<file path="src/sv/att_pkg.sv">
// Shared types and constants for the accelerometer tilt-angle pipeline.
// Holds the per-lane pipeline word and the one-degree cos/sin walk used for the angle tables.
// No dependencies.
`default_nettype none
package att_pkg;

  localparam int DEG_W      = 7;
  localparam int MAG2_W     = 31;
  localparam int DEN_W      = 32;
  localparam int WORK_BITS  = 62;
  localparam int TBL_DEPTH  = 128;
  localparam logic [DEG_W-1:0] MAX_DEG   = 7'd89;
  localparam logic [DEG_W-1:0] RIGHT_DEG = 7'd90;
  localparam logic [63:0] DEC_DEN  = 64'd1000000000000000000;
  localparam logic [63:0] SIN1_DEC = 64'd17452406437283513;
  localparam logic [63:0] COS1_DEC = 64'd999847695156391239;

  typedef struct packed {
    logic              valid;
    logic [MAG2_W-1:0] mag2;   // numerator axis squared
    logic [DEN_W-1:0]  den;    // sum of the other two axes squared
    logic [DEG_W-1:0]  deg;    // degrees found so far
    logic              neg;    // negate the final magnitude
    logic              zero;   // numerator is zero
    logic              full;   // denominator is zero
  } lane_t;

  typedef logic [63:0] q_arr_t [0:89];

  function automatic logic [63:0] dec_to_q(input logic [63:0] num);
    logic [63:0] q;
    logic [63:0] r;
    q = '0;
    r = num;
    for (int i = 0; i < WORK_BITS; i++) begin
      r = r << 1;
      q = q << 1;
      if (r >= DEC_DEN) begin
        r = r - DEC_DEN;
        q[0] = 1'b1;
      end
    end
    return q;
  endfunction

  function automatic logic [63:0] mul_q(input logic [63:0] a, input logic [63:0] b);
    logic [127:0] p;
    p = {64'd0, a} * {64'd0, b};
    return p[125:62];
  endfunction

  // Q62 walk from (1,0), one degree per step; returns sines or cosines
  function automatic q_arr_t walk(input logic want_sin);
    q_arr_t      res;
    logic [63:0] c1;
    logic [63:0] s1;
    logic [63:0] c;
    logic [63:0] s;
    logic [63:0] nc;
    logic [63:0] t;
    logic [63:0] ns;
    c1 = dec_to_q(COS1_DEC);
    s1 = dec_to_q(SIN1_DEC);
    c  = 64'd1 << WORK_BITS;
    s  = '0;
    for (int k = 0; k < 90; k++) begin
      res[k] = want_sin ? s : c;
      nc = mul_q(c, c1);
      t  = mul_q(s, s1);
      nc = (nc >= t) ? nc - t : 64'd0;
      ns = mul_q(s, c1) + mul_q(c, s1);
      c  = nc;
      s  = ns;
    end
    return res;
  endfunction

endpackage
`default_nettype wire

</file>
<file path="src/sv/att_prep.sv">
// Input stage: squares the three axes and forms numerator/denominator per lane.
// Depends on att_pkg.
`default_nettype none
module att_prep (
  input  wire logic                clk,
  input  wire logic                rst_n,
  input  wire logic                en,
  input  wire logic                valid_in,
  input  wire logic signed [15:0]  accel_x,
  input  wire logic signed [15:0]  accel_y,
  input  wire logic signed [15:0]  accel_z,
  output att_pkg::lane_t           roll_o,
  output att_pkg::lane_t           pitch_o
);

  logic signed [31:0] xx, yy, zz;
  att_pkg::lane_t roll_nxt, pitch_nxt, roll_r, pitch_r;

  always_comb begin
    xx = accel_x * accel_x;
    yy = accel_y * accel_y;
    zz = accel_z * accel_z;
    roll_nxt.valid  = valid_in;
    roll_nxt.mag2   = yy[30:0];
    roll_nxt.den    = xx[31:0] + zz[31:0];
    roll_nxt.deg    = '0;
    roll_nxt.neg    = accel_y[15];
    roll_nxt.zero   = (accel_y == 16'sd0);
    roll_nxt.full   = (accel_x == 16'sd0) && (accel_z == 16'sd0);
    pitch_nxt.valid = valid_in;
    pitch_nxt.mag2  = xx[30:0];
    pitch_nxt.den   = yy[31:0] + zz[31:0];
    pitch_nxt.deg   = '0;
    pitch_nxt.neg   = !accel_x[15];
    pitch_nxt.zero  = (accel_x == 16'sd0);
    pitch_nxt.full  = (accel_y == 16'sd0) && (accel_z == 16'sd0);
  end

  always_ff @(posedge clk) begin
    if (!rst_n) begin
      roll_r.valid  <= 1'b0;
      pitch_r.valid <= 1'b0;
    end else if (en) begin
      roll_r  <= roll_nxt;
      pitch_r <= pitch_nxt;
    end
  end

  assign roll_o  = roll_r;
  assign pitch_o = pitch_r;

endmodule
`default_nettype wire

</file>
<file path="config.mk">
export PLATFORM = sky130hd
export DESIGN_NAME = att_prep
export DESIGN_NICKNAME = d
export VERILOG_FILES = /design/src/sv/att_pkg.sv /design/src/sv/att_prep.sv
export SDC_FILE = /design/constraint.sdc
export NUM_CORES = 2
export LEC_CHECK = 0
export BUFFER_PORTS_ARGS = -buffer_cell sky130_fd_sc_hd__buf_4
export CAP_MARGIN = 20
export CELL_PAD_IN_SITES_DETAIL_PLACEMENT = 0
export CELL_PAD_IN_SITES_GLOBAL_PLACEMENT = 2
export CORE_UTILIZATION = 42
export DETAILED_ROUTE_END_ITERATION = 12
export PLACE_DENSITY = 0.8
export SYNTH_ARGS = -nofsm -noshare
export SYNTH_HDL_FRONTEND = slang
export SYNTH_SLANG_ARGS = --single-unit
export TNS_END_PERCENT = 30
</file>
<file path="constraint.sdc">
create_clock -name clk -period 15.65 [get_ports clk]
set_input_delay 4.695 -clock clk [delete_from_list [all_inputs] [get_ports clk]]
set_output_delay 4.695 -clock clk [all_outputs]
set_load 0.05 [all_outputs]
</file>
# After elaboration in Yosys (flattened, before gate mapping)
# Cells that the tools add are included.
# classes
add_sub_neg	2
mul	3
div_mod_pow	0
magnitude_cmp	0
n_eq_ne	0
shift	0
muxes	0
bitwise_logic	0
reduce_logical	7
# op_table
operator	count
$mul 16x16->32	3
$add 32x32->32	2
$logic_not 16->1	3
$logic_and 1x1->1	2
$reduce_and 2->1	1
$logic_not 1->1	1
# totals
regBits	133
latch_bits	0
ram_bits	0
romBits	0
inputBits	52
output_inout_bits	148
word_cells	23
n_memories	0

# Logic depth before layout (Yosys ltp)
# depth
ltp_word	2
mapped_depth	36
depth_no_buf	35

# Worst setup path after synthesis
# OpenSTA, ideal clock, no wires.
# synth_timing
kind	input to register
start	input accel_y[9]
end	register pitch_r (netlist bit pitch_o[41]) (data pin)
setup_ps	264
t_arrival_ps	12149
required_time_ps	15386
setup_slack_ps	3237
stages	31
path_cell_list	clkbuf_1 > clkbuf_1 > nand2_1 > fa_1 > fa_1 > fa_1 > inv_1 > fa_1 > fa_1 > inv_1 > fa_1 > inv_1 > ha_1 > and3_1 > a31o_2 > or2_2 > a21o_1 > a21o_1 > a21o_1 > a21oi_1 > xnor2_1 > ha_1 > nand3_1 > nor4b_1 > o2111a_1 > o221a_2 > o21ai_0 > o21ai_1 > a31oi_1 > o31ai_1 > xnor2_1
# synth_rtl
element	line	rtl
start: declaration	att_prep.sv:10	input wire logic signed [15:0] accel_y,
end signal: assignment	att_prep.sv:45	pitch_r <= pitch_nxt;
end: declaration	att_prep.sv:17	att_pkg::lane_t roll_nxt, pitch_nxt, roll_r, pitch_r;

==> metrics.txt <==
CP Launch Type=input port; Final HPWL DP=around 74 mm; Clk pin slew, worst setup/hold paths=around 0.06 ns; Async SR Flop Fraction=0; die footprint=a little over 80000 sq um; commonest non-fill, non-tap cell in the layout=inv_1; hold crit path type=flop to flop; CP arrival=12.76 ns; chip height=about 290 um; initial core utilization=0.427; Seq/Total Area, Yosys=0.116; clk_lat worst skew=around 0.44 ns; drt first pass iters=6; final WL=approximately 85 mm; CP required=roughly 16 ns; Slew HR=0.214; filler cell count=7688; first-pass GRT wire length=approximately 140 mm; CP Max Fanout=16; status=complete, no violations; # H-tree levels=4; most frequent cells in the layout=inv_1, fa_1, ha_1; Critical Path Sink Type=flop; # hold bufs at CTS=0; final setup fails=0; routed len/inst=18.0 um; metal2 WL=40.3 mm; max cap viols=0; postcts setup bufs=0; post-synthesis cell type count=73; IO buf count=183; Syn. warnings=0; post-CTS sizing=0; Fin Hold WS=0.545 ns; most used cell, CP=fa_1; I/O pins=200; Bufs and invs on worst path=6; Die Wd=about 290 um; Final min period=between 10 and 15 ns; GRT overflow=0; Layout area overhead=8.72%; main flop type after synthesis=edfxtp_1; worst r2r dst=pitch_o[73]; Setup Crit Path Kind=input port to flop; clock buffer depth=2; max-slew violations=0; FMAX=79.5 MHz; TritonCTS Buffers=17; highest metal used=met4; Metal-1 WL=38.7 mm; Antenna Nets Post-Route=0; net count reported at finish=4732; Crit path depth=33; clk_skew=0 ns; antenna violations before repair=5; largest net degree at the start of global routing=70; num rows=103; Remaining DRCs=0; FF-to-FF path depth=2; fraction of layout cells with a size suffix above 1=0.0685; Hold Fails Final Rpt=0; vias per inst=4.87; clock root buffer=clkbuf_16; CTS tree=done; vias in the first global route=approximately 25000; RePlAce Congestion=just under 0.9; fin crit share=0.804; DR WL met3=3.90 mm; R2R setup slack=~15 ns; DRT iter0 DRCs=about 1100; RSZ-0062 raised after global routing=false; Sequential Area=3920 sq um; Num Clock Sinks=between 100 and 150; CP delay by family, top=adder cells; crit path from=accel_y[3]; synthesized area=33900 sq um; via count=22900; CP endpoint=pitch_o[41]; multi-input logic area=25800 sq um; slowest stage cell, crit path=fa_1; Syn Inst Count=around 3500; worst-margin pin slew=1.17 ns; Mean Syn Cell Area=9.62 sq um; post-synthesis register bit count=131; RR Startpoint=pitch_o[73]; TNS Setup=0 ns; EDFF count, synth=130; critical path's largest stage delay=0.54 ns; CORE AREA=79500 sq um; gr usage total=0.218
[stage by stage]
step | setup slack, ns | std cells | util | area (sq um)
detailed placement | 2.56 | 4681 | 0.456 | 36300
finish | 3.07 | 4713 | 0.464 | 36900
global route | 2.63 | 4712 | 0.464 | 36900
CTS | 3.05 | 4712 | 0.464 | 36900
global placement | 2.64 | 4681 | 0.456 | 36300
floorplan | 3.24 | 3543 | - | 34000
[layout make-up]
cell class | instances | share of cell area
antenna | 1 | 0.0000678
clock buffer | 18 | 0.0116
clock inverter | 13 | 0.00532
inverter | 1012 | 0.103
multi-input combinational | 2303 | 0.700
sequential | 131 | 0.106
tap | 1050 | 0.0356
timing repair buffer | 185 | 0.0376
[worst reg2reg max path, stage by stage, from the launching register on]
cell and delay, ns:
dfxtp_1 0.32, mux2i_1 0.12, nor2b_1 0.06
[Yosys cell counts, types with 5 or more instances]
cell	n	share of area
inv_1	1011	0.11
fa_1	714	0.42
ha_1	316	0.12
nand2_1	260	0.029
nor2_1	142	0.016
edfxtp_1	130	0.12
xnor2_1	129	0.033
and2_1	117	0.022
a21oi_1	105	0.015
a21o_1	77	0.017
clkbuf_1	76	0.0084
o21ai_0	55	0.0081
xor2_1	47	0.012
nand2b_1	31	0.0057
nand3_1	24	0.0035
and3_1	23	0.0042
a211oi_1	21	0.0046
nor3_1	19	0.0028
nor2b_1	18	0.0033
o21a_1	18	0.0040
o21bai_1	18	0.0040
buf_4	17	0.0038
nor4_1	15	0.0028
a31oi_1	12	0.0022
nand4_1	10	0.0018
a31o_2	9	0.0023
or2_2	9	0.0017
o21ai_1	7	0.0010
o211ai_1	6	0.0013
or3_1	6	0.0011
a211o_1	5	0.0013
a21boi_0	5	0.0011
o31ai_1	5	0.0011
[worst min path at each step]
| stage | from | end | cells past startpoint |
|---|---|---|---|
| finish | pitch_o[73] | pitch_o[73] | 2 |
| global route | pitch_o[73] | pitch_o[73] | 2 |
| CTS | pitch_o[73] | pitch_o[73] | 2 |
| detailed placement | pitch_o[73] | pitch_o[73] | 2 |
| global placement | pitch_o[73] | pitch_o[73] | 2 |
| floorplan | pitch_o[73] | pitch_o[73] | 2 |
[registers in the layout (all words and copies together) (netlist names)]
name     cells
pitch_o     66
roll_o      65
[kinds of logic (layout without fill, tap and decap cells)]
logic type,count (synthesis),in the layout,share of synthesized area
multiplexers,5,5,0.00159
AO/OA/AOI/OAI,385,385,0.0764
XOR/XNOR,179,179,0.0475
adder cells (fa/ha/maj),1030,1030,0.538
flip-flops,131,131,0.116
AND/OR/NAND/NOR,688,688,0.0966
buffers and inverters,1109,1228,0.125
other,1,17,0.000111
[routing by layer]
metal / vias up / track usage
li1: 10900 / -
met1: 11500 / 0.303
met2: 436 / 0.358
met3: 60 / 0.0306
met4: 0 / 0.0548
met5: - / 0
Power is left out: the tool's default activity adds up to more than one toggle a clock period on the data nets, which glitch-free logic cannot reach.
